### config.mk
export PLATFORM = sky130hd
export DESIGN_NAME = battery_voltage_gauge_unit
export DESIGN_NICKNAME = d
export VERILOG_FILES = /design/src/sv/bvg_pkg.sv /design/src/sv/battery_voltage_gauge_unit.sv /design/src/sv/bvg_front.sv /design/src/sv/bvg_queue.sv /design/src/sv/bvg_back.sv
export SDC_FILE = /design/constraint.sdc
export NUM_CORES = 2
export LEC_CHECK = 0
export BUFFER_PORTS_ARGS = -buffer_cell sky130_fd_sc_hd__buf_4
export CORE_MARGIN = 2
export CORE_UTILIZATION = 40
export CTS_CLUSTER_DIAMETER = 50
export DETAILED_ROUTE_END_ITERATION = 16
export PLACE_DENSITY = 0.57
export SYNTH_ARGS = -nofsm -noshare
export SYNTH_HDL_FRONTEND = slang
export SYNTH_HIERARCHICAL = 1
export SYNTH_SLANG_ARGS = --single-unit
export TNS_END_PERCENT = 5
### constraint.sdc
create_clock -name clk -period 11.8 [get_ports clk]
set_input_delay 0.59 -clock clk [delete_from_list [all_inputs] [get_ports clk]]
set_output_delay 0.59 -clock clk [all_outputs]
set_load 0.1 [all_outputs]
### src/sv/bvg_pkg.sv
`default_nettype none
package bvg_pkg;

  // Field widths
  localparam int ADC_W      = 12;
  localparam int RATIO_W    = 10;
  localparam int LOWMV_W    = 15;
  localparam int MV_W       = 16;
  localparam int PCT_W      = 7;

  // Samples per averaging group (power of two)
  localparam int GROUP_SAMPLES = 8;
  localparam int SUM_W = ADC_W + $clog2(GROUP_SAMPLES);
  localparam int CNT_W = (GROUP_SAMPLES > 1) ? $clog2(GROUP_SAMPLES) : 1;

  // Config port
  localparam int CFG_IDX_W  = 2;
  localparam int CFG_DATA_W = 15;
  localparam logic [CFG_IDX_W-1:0] REG_DIVIDER_RATIO = 2'd0;
  localparam logic [CFG_IDX_W-1:0] REG_LOW_BATTERY   = 2'd1;
  localparam logic [RATIO_W-1:0] RATIO_RESET  = 10'd200;
  localparam logic [LOWMV_W-1:0] LOWMV_RESET  = 15'd3300;

  // Queue between accumulator and scaling sequencer
  localparam int QUEUE_DEPTH = 2;
  localparam int QPTR_W = (QUEUE_DEPTH > 1) ? $clog2(QUEUE_DEPTH) : 1;
  localparam int QCNT_W = $clog2(QUEUE_DEPTH + 1);

  // One group average travelling through the queue
  typedef struct packed {
    logic             valid;
    logic [ADC_W-1:0] avg;
  } bvg_avg_t;

endpackage
`default_nettype wire

### src/sv/battery_voltage_gauge_unit.sv
// Channel | Direction | Handshake            | Payload
// in_     | input     | in_valid / in_stall   | adc_sample[11:0], sample_valid
// out_    | output    | out_valid / out_stall | average_raw, battery_mv, battery_low,
//         |           |                       | charge_percent
// cfg_    | input     | cfg_valid / cfg_ready | cfg_index[1:0], cfg_data[14:0]
//
// Samples are taken one per cycle by the accumulator while in_stall is low; every
// eighth sample pushes a group average into a two-entry queue.
// Per group the scaling sequencer runs two reciprocal multiply and correct
// divisions plus the curve step, and keeps up with one result every 8 samples.
// Reset (rst_n low, synchronous) clears the sum, count, queue and output valid and
// loads the register defaults. in_stall rises only while the queue is full;
// out_stall holds the result register and the sequencer waits behind it.
`default_nettype none
module battery_voltage_gauge_unit
  import bvg_pkg::*;
(
  input  wire logic                  clk,
  input  wire logic                  rst_n,
  input  wire logic                  in_valid,
  output logic                       in_stall,
  input  wire logic [ADC_W-1:0]      in_adc_sample,
  input  wire logic                  in_sample_valid,
  output logic                       out_valid,
  input  wire logic                  out_stall,
  output logic [ADC_W-1:0]           out_average_raw,
  output logic [MV_W-1:0]            out_battery_mv,
  output logic                       out_battery_low,
  output logic [PCT_W-1:0]           out_charge_percent,
  input  wire logic                  cfg_valid,
  output logic                       cfg_ready,
  input  wire logic [CFG_IDX_W-1:0]  cfg_index,
  input  wire logic [CFG_DATA_W-1:0] cfg_data
);

  logic [RATIO_W-1:0] ratio_r;
  logic [LOWMV_W-1:0] low_mv_r;
  bvg_avg_t           push;
  bvg_avg_t           head;
  logic               q_full;
  logic               pop;

  // Config registers; writes outside the list are dropped
  assign cfg_ready = 1'b1;

  always_ff @(posedge clk) begin
    if (!rst_n) begin
      ratio_r  <= RATIO_RESET;
      low_mv_r <= LOWMV_RESET;
    end else if (cfg_valid && cfg_ready) begin
      case (cfg_index)
        REG_DIVIDER_RATIO: ratio_r  <= cfg_data[RATIO_W-1:0];
        REG_LOW_BATTERY:   low_mv_r <= cfg_data[LOWMV_W-1:0];
        default: ;
      endcase
    end
  end

  bvg_front u_front (
    .clk             (clk),
    .rst_n           (rst_n),
    .in_valid        (in_valid),
    .in_stall        (in_stall),
    .in_adc_sample   (in_adc_sample),
    .in_sample_valid (in_sample_valid),
    .q_full          (q_full),
    .push            (push)
  );

  bvg_queue u_queue (
    .clk   (clk),
    .rst_n (rst_n),
    .push  (push),
    .full  (q_full),
    .head  (head),
    .pop   (pop)
  );

  bvg_back u_back (
    .clk                (clk),
    .rst_n              (rst_n),
    .head               (head),
    .pop                (pop),
    .ratio              (ratio_r),
    .low_mv             (low_mv_r),
    .out_valid          (out_valid),
    .out_stall          (out_stall),
    .out_average_raw    (out_average_raw),
    .out_battery_mv     (out_battery_mv),
    .out_battery_low    (out_battery_low),
    .out_charge_percent (out_charge_percent)
  );

`ifndef NO_ASSERTIONS
  // Queue never takes a push while full
  a_no_overflow: assert property (@(posedge clk) disable iff (!rst_n)
    q_full |-> !push.valid)
    else $error("group average pushed into a full queue");

  // Percent stays on the curve range
  a_pct_range: assert property (@(posedge clk) disable iff (!rst_n)
    out_valid |-> (out_charge_percent <= PCT_W'(100)))
    else $error("charge percent above 100");

  // Low flag agrees with the reported voltage and the threshold
  a_low_flag: assert property (@(posedge clk) disable iff (!rst_n)
    out_valid |-> (out_battery_low == (out_battery_mv < MV_W'(low_mv_r))))
    else $error("low flag disagrees with battery voltage");

  // Zero average gives zero voltage and zero charge
  a_zero_avg: assert property (@(posedge clk) disable iff (!rst_n)
    (out_valid && out_average_raw == '0) |->
      (out_battery_mv == '0 && out_charge_percent == '0))
    else $error("nonzero voltage from a zero average");
`endif

endmodule
`default_nettype wire

### src/sv/bvg_front.sv
`default_nettype none
module bvg_front
  import bvg_pkg::*;
(
  input  wire logic             clk,
  input  wire logic             rst_n,
  input  wire logic             in_valid,
  output logic                  in_stall,
  input  wire logic [ADC_W-1:0] in_adc_sample,
  input  wire logic             in_sample_valid,
  input  wire logic             q_full,
  output bvg_avg_t              push
);

  logic [SUM_W-1:0] sum_r, sum_nxt;
  logic [CNT_W-1:0] cnt_r, cnt_nxt;
  logic [SUM_W-1:0] sum_acc;
  logic             accept;
  logic             last;

  assign in_stall = q_full;
  assign accept   = in_valid && !in_stall;
  assign last     = (cnt_r == CNT_W'(GROUP_SAMPLES - 1));

  // Failed reads add zero but still count
  assign sum_acc = sum_r + (in_sample_valid ? SUM_W'(in_adc_sample) : SUM_W'(0));

  always_comb begin
    sum_nxt = sum_r;
    cnt_nxt = cnt_r;
    if (accept) begin
      if (last) begin
        sum_nxt = '0;
        cnt_nxt = '0;
      end else begin
        sum_nxt = sum_acc;
        cnt_nxt = cnt_r + CNT_W'(1);
      end
    end
  end

  always_ff @(posedge clk) begin
    if (!rst_n) begin
      sum_r <= '0;
      cnt_r <= '0;
    end else begin
      sum_r <= sum_nxt;
      cnt_r <= cnt_nxt;
    end
  end

  // Group complete: hand the average to the queue
  assign push.valid = accept && last;
  assign push.avg   = ADC_W'(sum_acc / GROUP_SAMPLES);

endmodule
`default_nettype wire

### src/sv/bvg_queue.sv
`default_nettype none
module bvg_queue
  import bvg_pkg::*;
(
  input  wire logic     clk,
  input  wire logic     rst_n,
  input  wire bvg_avg_t push,
  output logic          full,
  output bvg_avg_t      head,
  input  wire logic     pop
);

  logic [ADC_W-1:0]  entry_r [QUEUE_DEPTH];
  logic [QPTR_W-1:0] wr_ptr_r, rd_ptr_r;
  logic [QCNT_W-1:0] cnt_r, cnt_nxt;
  logic              do_pop;

  assign full      = (cnt_r == QCNT_W'(QUEUE_DEPTH));
  assign head.valid = (cnt_r != '0);
  assign head.avg   = entry_r[rd_ptr_r];
  assign do_pop     = pop && head.valid;

  always_comb begin
    cnt_nxt = cnt_r;
    if (push.valid && !do_pop) cnt_nxt = cnt_r + QCNT_W'(1);
    else if (!push.valid && do_pop) cnt_nxt = cnt_r - QCNT_W'(1);
  end

  // Pointers wrap at the depth
  always_ff @(posedge clk) begin
    if (!rst_n) begin
      wr_ptr_r <= '0;
      rd_ptr_r <= '0;
      cnt_r    <= '0;
    end else begin
      cnt_r <= cnt_nxt;
      if (push.valid) begin
        wr_ptr_r <= (wr_ptr_r == QPTR_W'(QUEUE_DEPTH - 1)) ? '0 : wr_ptr_r + QPTR_W'(1);
      end
      if (do_pop) begin
        rd_ptr_r <= (rd_ptr_r == QPTR_W'(QUEUE_DEPTH - 1)) ? '0 : rd_ptr_r + QPTR_W'(1);
      end
    end
  end

  always_ff @(posedge clk) begin
    if (push.valid) entry_r[wr_ptr_r] <= push.avg;
  end

endmodule
`default_nettype wire

### src/sv/bvg_back.sv
`default_nettype none
module bvg_back
  import bvg_pkg::*;
(
  input  wire logic               clk,
  input  wire logic               rst_n,
  input  wire bvg_avg_t           head,
  output logic                    pop,
  input  wire logic [RATIO_W-1:0] ratio,
  input  wire logic [LOWMV_W-1:0] low_mv,
  output logic                    out_valid,
  input  wire logic               out_stall,
  output logic [ADC_W-1:0]        out_average_raw,
  output logic [MV_W-1:0]         out_battery_mv,
  output logic                    out_battery_low,
  output logic [PCT_W-1:0]        out_charge_percent
);

  // Sequencer states
  localparam logic [2:0] S_IDLE  = 3'd0;
  localparam logic [2:0] S_RCP1  = 3'd1;
  localparam logic [2:0] S_FIX1  = 3'd2;
  localparam logic [2:0] S_MUL2  = 3'd3;
  localparam logic [2:0] S_RCP2  = 3'd4;
  localparam logic [2:0] S_FIX2  = 3'd5;
  localparam logic [2:0] S_CURVE = 3'd6;
  localparam logic [2:0] S_PCT   = 3'd7;

  // Reciprocals: 2^24/4095 rounded down, 2^29/100 rounded down,
  // 2^21/200 and 2^21/300 rounded up (exact for the curve range)
  localparam logic [12:0] RCP_4095 = 13'd4097;
  localparam logic [22:0] RCP_100  = 23'd5368709;
  localparam logic [13:0] RCP_200  = 14'd10486;
  localparam logic [13:0] RCP_300  = 14'd6991;

  localparam logic [11:0] FULL_MV  = 12'd3300;
  localparam logic [11:0] FULL_CODE = 12'd4095;
  localparam logic [6:0]  HUNDRED  = 7'd100;

  localparam logic [MV_W-1:0] KNEE_4200 = 16'd4200;
  localparam logic [MV_W-1:0] KNEE_3900 = 16'd3900;
  localparam logic [MV_W-1:0] KNEE_3700 = 16'd3700;
  localparam logic [MV_W-1:0] KNEE_3500 = 16'd3500;
  localparam logic [MV_W-1:0] KNEE_3300 = 16'd3300;

  logic [2:0]       state_r;
  logic [ADC_W-1:0] avg_r;
  logic [23:0]      p1_r;
  logic [11:0]      q1_r;
  logic [11:0]      adc_mv_r;
  logic [21:0]      p2_r;
  logic [MV_W-1:0]  q2_r;
  logic [MV_W-1:0]  bat_r;
  logic             low_r;
  logic [PCT_W-1:0] off_r;
  logic [12:0]      t_r;
  logic             sel300_r;

  logic             out_free;
  logic [36:0]      rcp1_prod;
  logic [23:0]      rem1;
  logic [44:0]      rcp2_prod;
  logic [21:0]      rem2;
  logic [MV_W-1:0]  seg_base;
  logic [PCT_W-1:0] seg_off;
  logic             seg_sel300;
  logic             seg_flat;
  logic [MV_W-1:0]  diff;
  logic [26:0]      pct_prod;
  logic [PCT_W-1:0] pct_val;

  assign out_free = !out_valid || !out_stall;
  assign pop      = (state_r == S_IDLE) && head.valid;

  assign rcp1_prod = 37'(p1_r) * 37'(RCP_4095);
  assign rem1      = p1_r - 24'(q1_r) * 24'(FULL_CODE);
  assign rcp2_prod = 45'(p2_r) * 45'(RCP_100);
  assign rem2      = p2_r - 22'(q2_r) * 22'(HUNDRED);

  // Pick the curve segment
  always_comb begin
    seg_base   = KNEE_3300;
    seg_off    = 7'd0;
    seg_sel300 = 1'b0;
    seg_flat   = 1'b0;
    if (bat_r >= KNEE_4200) begin
      seg_off  = 7'd100;
      seg_flat = 1'b1;
    end else if (bat_r >= KNEE_3900) begin
      seg_base   = KNEE_3900;
      seg_off    = 7'd75;
      seg_sel300 = 1'b1;
    end else if (bat_r >= KNEE_3700) begin
      seg_base = KNEE_3700;
      seg_off  = 7'd50;
    end else if (bat_r >= KNEE_3500) begin
      seg_base = KNEE_3500;
      seg_off  = 7'd25;
    end else if (bat_r < KNEE_3300) begin
      seg_flat = 1'b1;
    end
  end

  // Quotient of the 2^21-scaled reciprocal sits at bit 21 and up
  assign diff     = bat_r - seg_base;
  assign pct_prod = 27'(t_r) * 27'(sel300_r ? RCP_300 : RCP_200);
  assign pct_val  = off_r + PCT_W'(pct_prod[26:21]);

  // Datapath steps
  always_ff @(posedge clk) begin
    case (state_r)
      S_IDLE: begin
        avg_r <= head.avg;
        p1_r  <= 24'(head.avg) * 24'(FULL_MV);
      end
      S_RCP1: q1_r <= rcp1_prod[35:24];
      S_FIX1: adc_mv_r <= (rem1 >= 24'(FULL_CODE)) ? q1_r + 12'd1 : q1_r;
      S_MUL2: p2_r <= 22'(adc_mv_r) * 22'(ratio);
      S_RCP2: q2_r <= rcp2_prod[44:29];
      S_FIX2: bat_r <= (rem2 >= 22'(HUNDRED)) ? q2_r + 16'd1 : q2_r;
      S_CURVE: begin
        low_r    <= (bat_r < MV_W'(low_mv));
        off_r    <= seg_off;
        sel300_r <= seg_sel300;
        t_r      <= seg_flat ? 13'd0 : 13'(diff) * 13'd25;
      end
      default: ;
    endcase
  end

  // Sequencer and output register
  always_ff @(posedge clk) begin
    if (!rst_n) begin
      state_r   <= S_IDLE;
      out_valid <= 1'b0;
    end else begin
      if (state_r == S_PCT && out_free) out_valid <= 1'b1;
      else if (!out_stall) out_valid <= 1'b0;
      case (state_r)
        S_IDLE:  if (head.valid) state_r <= S_RCP1;
        S_RCP1:  state_r <= S_FIX1;
        S_FIX1:  state_r <= S_MUL2;
        S_MUL2:  state_r <= S_RCP2;
        S_RCP2:  state_r <= S_FIX2;
        S_FIX2:  state_r <= S_CURVE;
        S_CURVE: state_r <= S_PCT;
        S_PCT:   if (out_free) state_r <= S_IDLE;
        default: state_r <= S_IDLE;
      endcase
    end
  end

  always_ff @(posedge clk) begin
    if (state_r == S_PCT && out_free) begin
      out_average_raw    <= avg_r;
      out_battery_mv     <= bat_r;
      out_battery_low    <= low_r;
      out_charge_percent <= pct_val;
    end
  end

endmodule
`default_nettype wire
== After elaboration in Yosys (flattened, before gate mapping) ==
Memories as Yosys holds them, arrays and structs flattened. A register that Yosys moved wholly into a read port is not among the register bits.
Cells that the tools add are included.

* Memory bits (writable): 24
* Output and inout bits: 39
* Flip-flop bits (word level): 221
* Memories: 1

{| class="wikitable"
|+ Memory list
! memory !! words !! width !! rd ports !! clocked after Yosys merged registers in !! write ports !! line !! RTL
|-
| u_queue.entry_r || 2 || 12 || 1 || 1 || 1 || bvg_queue.sv:13 || <nowiki>logic [ADC_W-1:0] entry_r [QUEUE_DEPTH];</nowiki>
|}

* $add $sub $neg: 12
* Reduce and logical (&&, ||, !) cells: 21
* Equal/unequal tests: 13
* $lt $le $gt $ge: 8
* Muxes and demuxes: 32
* Multipliers: 8

{| class="wikitable"
|+ Operators by type and width
! operator !! count
|-
| 16-bit by 12-bit greater-or-equal comparator with 1-bit output, second input constant || 3
|-
| 22-bit by 23-bit multiplier with 45-bit output, second input constant || 1
|-
| 22-bit by 13-bit multiplier with 34-bit output, second input constant || 1
|-
| 13-bit by 27-bit multiplier with 27-bit output || 1
|-
| 13-bit 2-to-1 mux || 2
|-
| 24-bit by 12-bit greater-or-equal comparator with 1-bit output, second input constant || 1
|-
| 12-bit by 12-bit multiplier with 24-bit output, second input constant || 1
|-
| 12-bit 2-to-1 mux || 2
|-
| 3-bit one-hot mux with 8 select lines || 1
|-
| 24-bit subtractor || 1
|-
| 22-bit by 7-bit greater-or-equal comparator with 1-bit output, second input constant || 1
|-
| 12-bit by 10-bit multiplier with 22-bit output || 1
|-
| 12-bit by 10-bit multiplier with 22-bit output, second input constant || 1
|-
| 22-bit subtractor || 1
|-
| 16-bit by 5-bit multiplier with 20-bit output, second input constant || 1
|-
| 16-bit by 1-bit adder with 16-bit output, second input constant || 1
|-
| 16-bit by 13-bit greater-or-equal comparator with 1-bit output, second input constant || 1
|-
| 16-bit by 12-bit less-than comparator with 1-bit output, second input constant || 1
|-
| 16-bit by 15-bit less-than comparator with 1-bit output || 1
|-
| 16-bit 2-to-1 mux || 1
|-
| 15-bit adder || 1
|-
| 3-bit == test, second input constant || 5
|-
| 15-bit 2-to-1 mux || 1
|-
| 1-bit 2-to-1 mux || 14
|-
| 28 further kinds || 49
|}

== Logic depth before layout (Yosys ltp) ==
* Depth after elaboration: 8
* Gate-level depth with buffers: 29
* Mapped depth without buffers: 28

== Hierarchy ==
The synthesis kept the hierarchy.

{| class="wikitable"
|+ By module, submodules not included
! module !! cells each !! instances !! area an instance (um^2)
|-
| bvg_back || 3227 || 1 || 32840.2
|-
| bvg_front || 173 || 1 || 1433.9
|-
| bvg_queue || 59 || 1 || 1081.0
|-
| battery_voltage_gauge_unit || 106 || 1 || 1046.0
|}

== Worst setup path after synthesis ==
Ideal clock, no wire load.

* Path type: register to register
* Start: register u_back.p2_r[5]
* End: register u_back.q2_r[15], data pin
* Setup slack: 5134 ps
* Period minus slack after synthesis: 6666 ps
* Data arrival time: 6406 ps
* Library setup time: 260 ps
* Stages on the path, launching flop included: 24
* Cell sequence: edfxtp_1 -> inv_1 -> fa_1 -> fa_1 -> inv_1 -> fa_1 -> inv_1 -> fa_1 -> fa_1 -> inv_1 -> fa_1 -> fa_1 -> ha_1 -> a21oi_1 -> o21ai_0 -> a21oi_1 -> o21ai_0 -> o21a_1 -> o31a_1 -> a41oi_1 -> a211o_1 -> o221ai_1 -> a21oi_1 -> xnor2_1

* Cells in the longest elaborated chain, start to end: 1

{| class="wikitable"
|+ Ends and longest elaborated chain
! what !! line !! RTL
|-
| from (decl) || bvg_back.sv:51 || <nowiki>logic [21:0] p2_r;</nowiki>
|-
| from (signal assigned) || bvg_back.sv:118 || <nowiki>S_MUL2: p2_r <= 22'(adc_mv_r) * 22'(ratio);</nowiki>
|-
| 22-bit by 23-bit multiplier with 45-bit output || bvg_back.sv:77 || <nowiki>assign rcp2_prod = 45'(p2_r) * 45'(RCP_100);</nowiki>
|-
| net u_back.rcp2_prod[44] || bvg_back.sv:62 || <nowiki>logic [44:0] rcp2_prod;</nowiki>
|-
| to (signal assigned) || bvg_back.sv:119 || <nowiki>S_RCP2: q2_r <= rcp2_prod[44:29];</nowiki>
|-
| to (decl) || bvg_back.sv:52 || <nowiki>logic [MV_W-1:0] q2_r;</nowiki>
|}

The timed path passes the listed nets, and every way through them passes these cells.
A chain may end at the register's enable or synchronous reset.

== Worst setup path in the final report ==
Ends and elaborated chain as after synthesis.

==> impl.org <==
** Setup path
- On the critical path the largest part of the delay comes from adder cells.
- The largest single stage delay on the critical path is 620 ps.
- Crit start category :: register
- Type of destination of the critical path :: register
- The cell that appears most often on the critical path is fa_1.
- Largest fanout on the critical path :: 9
- Crit path from :: u_back/p2_r[5]
- Critical register-to-register path startpoint :: u_back/p2_r[5]
- For this design, the slowest cell found on the critical path is edfxtp_1.
- At the worst endpoint, the arrival time is 7980 ps.
- Worst-path cell chain :: inv_1, fa_1, fa_1, inv_1, fa_1, inv_1, fa_1, fa_1, inv_1, fa_1, fa_1, ha_1, nand4_1, nor3_1, o21ai_0, o21ai_0, o21a_1, o31a_1, a41oi_1, a211o_1, o221ai_1, a21oi_1, xnor2_1
- Data required, critical path :: 12,100 ps
- The setup path with the least slack is of type reg -> reg.
- The critical path contains buffers and inverters numbering 4 combined.

** Timing
- The max-slew violation count was 0.
- Transition at the pin with the smallest max-transition slack :: 1220 ps
- Setup total negative slack on the finished layout was measured at 0 ps.
- Final clock period utilization by the worst path :: 0.651
- Headroom to the max-slew limit came out at 0.187.
- The number of endpoints with negative hold slack in the final report is 0.
- Setup violations remaining at the end of the flow were counted as 0.
- Across all setup checks in the final design, the least slack found is 4120 ps.
- Between clock sinks in the finished design, the worst skew comes to 27.8 ps.
- The routed design could run at a clock period as short as 7680 ps.
- Max frequency :: 130 MHz
- Setup repair after global routing left no endpoint under its margin.

** Floorplanning
- 74 I/O pins were placed.
- CORE AREA :: 90,100 sq um
- Die height :: 306 um
- Floorplan die width :: 306 um
- Die Outline Area :: 93,400 sq um
- In this run the core area contains 110 standard-cell rows.
- For this configuration, the core starts out at a cell density of 0.404.

** Power and ir drop
- IR Drop Worst-Case VDD :: 0.0994 mV
- For this design the total switching power over the nets is 682 uW.
- Portion of total power attributed to sequential cells :: 0.379
- Of the total power, the share spent switching nets is 0.273.
- Cell internal pwr :: 1820 uW
- Leakage power of the design :: 0.0199 uW
- Combinational share of power :: 0.146
- Overall Power :: 2500 uW
- The share of total power dissipated in the clock network is 0.474.
- In this run the power density over the cells is 63.1 nW/um^2.

** Placed design
- Before CTS, the worst setup slack after placement is 4140 ps.
- Input and output buffers added on the ports amount to 72.
- Detailed placement ended at an HPWL of 71,100 um.
- Number of placed instances with taps included :: 4,760
- Final Wtd Congestion :: 0.893

** Logic synthesis
- Synth warnings :: 6
- Sequential share of the synthesized area :: 0.185
- After technology mapping, the gate count stands at 3,565.
- Share of synthesized registers carrying an async set or reset :: 0
- Average size of a mapped cell :: 10.2 sq um
- Yosys mapped a number of flops with a built-in enable equal to 190.
- Most used DFF post-synth :: edfxtp_1
- Post-synthesis cell area :: 36,400 sq um
- Yosys cell types :: 89
- Synthesis inferred 242 register bits.

** Clock tree
- Clock tree from TritonCTS :: done
- Buffer count from post-CTS setup fixing :: 0
- # H-tree levels :: 2
- The clock net in this run drives a total of 242 sinks.
- The later pin in the worst-skew pair is clocked with a latency of 560 ps.
- Quantity of hold-fixing buffers added after cts :: 0
- Counting the buffers created by CTS gives 40.
- Number of gates given a new drive strength after cts :: 0
- Maximum clock insertion buffer count :: 3
- Clock-pin slew was measured on the worst setup and hold paths at 60 ps.
- Clock root cell :: clkbuf_16

** Global routing
- Entering global routing, the biggest net connects 66 pins.
- Antenna violations before repair :: 0
- Wire length of the first global-routing pass :: 136,000 um
- Global routing finished with a remaining overflow of 0.
- Across every metal layer, demand over resource in global routing totals 0.184.
- The number of global-route vias before repair was 25,200.

** Routing
- After detailed routing, the number of remaining DRC violations is 0.
- The first detailed-routing pass ran for 5 iterations.
- DR vias/cell :: 4.94
- Per-cell routed wire length :: 17.2 um
- Vias :: 23,900
- For this block, the initial DRC count from the detailed router was 1,173.
- The detail route stage leaves a number of antenna-violating nets equal to 0.
- DRT Wirelength :: 83,000 um

** Final layout
- Compared with the post-synthesis result, the final layout area differs by 8.73%.
- In the final layout, the share of cells above drive strength 1 is 0.0539.
- 0 antenna diodes ended up in the layout.
- Final Instance Count excl. Fillers :: 4,834
- NumNets Final :: 4,822

** Flow run
- Max-cap violations in this run came to 0.

** Status
- Result of the run :: complete, no violations

** Worst hold path
- In this run the most critical hold path is launched from cfg_data[14].
- Tightest Hold Check Type :: in -> reg
final cells by class:
cell class,count,area (sq um)
Clock buffer,48,1090
Clock inverter,26,275
Fill cell,8649,50600
Inverter,866,3250
Multi-Input combinational cell,2399,26200
Sequential cell,242,6750
Tap cell,1176,1470
Timing Repair Buffer,77,578
worst reg2reg max path, cell delays in order, from the launching register on:
cell and delay (ps):
edfxtp_1 620, inv_1 170, fa_1 540, fa_1 530
inv_1 60, fa_1 540, inv_1 60, fa_1 470
fa_1 500, inv_1 60, fa_1 510, fa_1 500
ha_1 330, nand4_1 100, nor3_1 120, o21ai_0 100
o21ai_0 520, o21a_1 260, o31a_1 330, a41oi_1 230
a211o_1 360, o221ai_1 270, a21oi_1 130, xnor2_1 130
logic make-up (layout without fill, tap and decap cells):
kind of cell | count (synthesis) | in the layout | synth area share
xor+xnor | 181 | 181 | 0.0435
flops | 242 | 242 | 0.185
mux | 48 | 48 | 0.0137
simple gates | 593 | 593 | 0.0825
buf+inv | 926 | 1017 | 0.0969
fa+ha+maj | 1161 | 1161 | 0.501
other cells | 3 | 5 | 0.000309
compound gates | 411 | 411 | 0.0770
registers in the layout (all words and copies together), names as in the netlist, 7 cells and up, named ones only:
register and count:
u_back/q1_r 12, u_back/q2_r 16, u_back/out_battery_mv 16, u_back/avg_r 12
u_back/adc_mv_r 12, u_back/p1_r 19, u_back/bat_r 16, u_back/t_r 13
u_queue/entry_r 24, low_mv_r 15, u_back/out_charge_percent 7, u_back/p2_r 22
ratio_r 10, u_back/out_average_raw 12, u_front/sum_r 15
through the flow:
step                 util  hold WS [ps]  cell area, sq um
finish              0.439           336             39600
global route        0.439           337             39600
CTS                 0.439           310             39600
detailed placement  0.424           415             38200
global placement    0.424           401             38200
floorplan               -           400             36400
path summary, 6_finish.rpt:
check / cells after the start / slack, ps / end
max: 23 / 4120 / u_back/q2_r[15]
min: 3 / 340 / low_mv_r[14]
max reg2reg: 23 / 4120 / u_back/q2_r[15]
min reg2reg: 0 / 420 / u_back/out_average_raw[7]
synthesized netlist by cell type, types with 7 or more instances:
cell         n  area (sq um)
inv_1      866          3250
ha_1       668          8360
fa_1       493          9870
edfxtp_1   190          5710
nand2_1    179           672
xnor2_1    138          1210
a21oi_1    118           591
nor2_1     108           405
and2_1      86           538
o21ai_0     63           315
a21o_1      62           465
dfxtp_1     52          1040
clkbuf_1    47           176
xor2_1      43           377
nand3_1     41           205
nand2b_1    40           250
mux2i_1     32           320
nor2b_1     28           175
nor3_1      23           115
o21a_1      21           158
o21bai_1    18           135
mux2_2      16           180
nand4_1     15          93.8
o211ai_1    13          97.6
a211oi_1    11          82.6
a31oi_1     11          68.8
and3_1      11          68.8
or2_2       11          68.8
a2111oi_0    7          61.3
nor3b_1      7          52.6
nor4_1       7          43.8
o31ai_1      7          52.6
or3_1        7          43.8
power by group through the flow:
stage | Sequential [uW] | Clock, uW | Combinational (uW)
floorplan | 958 | 0 | 280
global placement | 964 | 0 | 366
detailed placement | 964 | 0 | 367
CTS | 947 | 1220 | 370
global route | 948 | 1250 | 418
finish | 947 | 1190 | 366
routing by layer:
layer	up-vias	global-route usage	part of all wire
li1	11600	-	-
met4	0	0.0308	0.015
met3	79	0.0241	0.040
met1	11800	0.254	0.48
met2	393	0.311	0.47
met5	-	0	0
layout by cell type, fill, tap and decap left out, drive strengths merged, types with 23 or more instances in the layout:
| cell type | n |
|---|---|
| a21o | 62 |
| clkbuf | 48 |
| buf | 77 |
| xor2 | 43 |
| and2 | 86 |
| o21ai | 65 |
| a21oi | 121 |
| nor3 | 23 |
| inv | 877 |
| xnor2 | 138 |
| nand3 | 41 |
| nand2b | 40 |
| dfxtp | 52 |
| mux2i | 32 |
| nand2 | 179 |
| nor2b | 28 |
| fa | 493 |
| edfxtp | 190 |
| ha | 668 |
| nor2 | 108 |
Note: power is estimated with default switching activity, not from simulation.
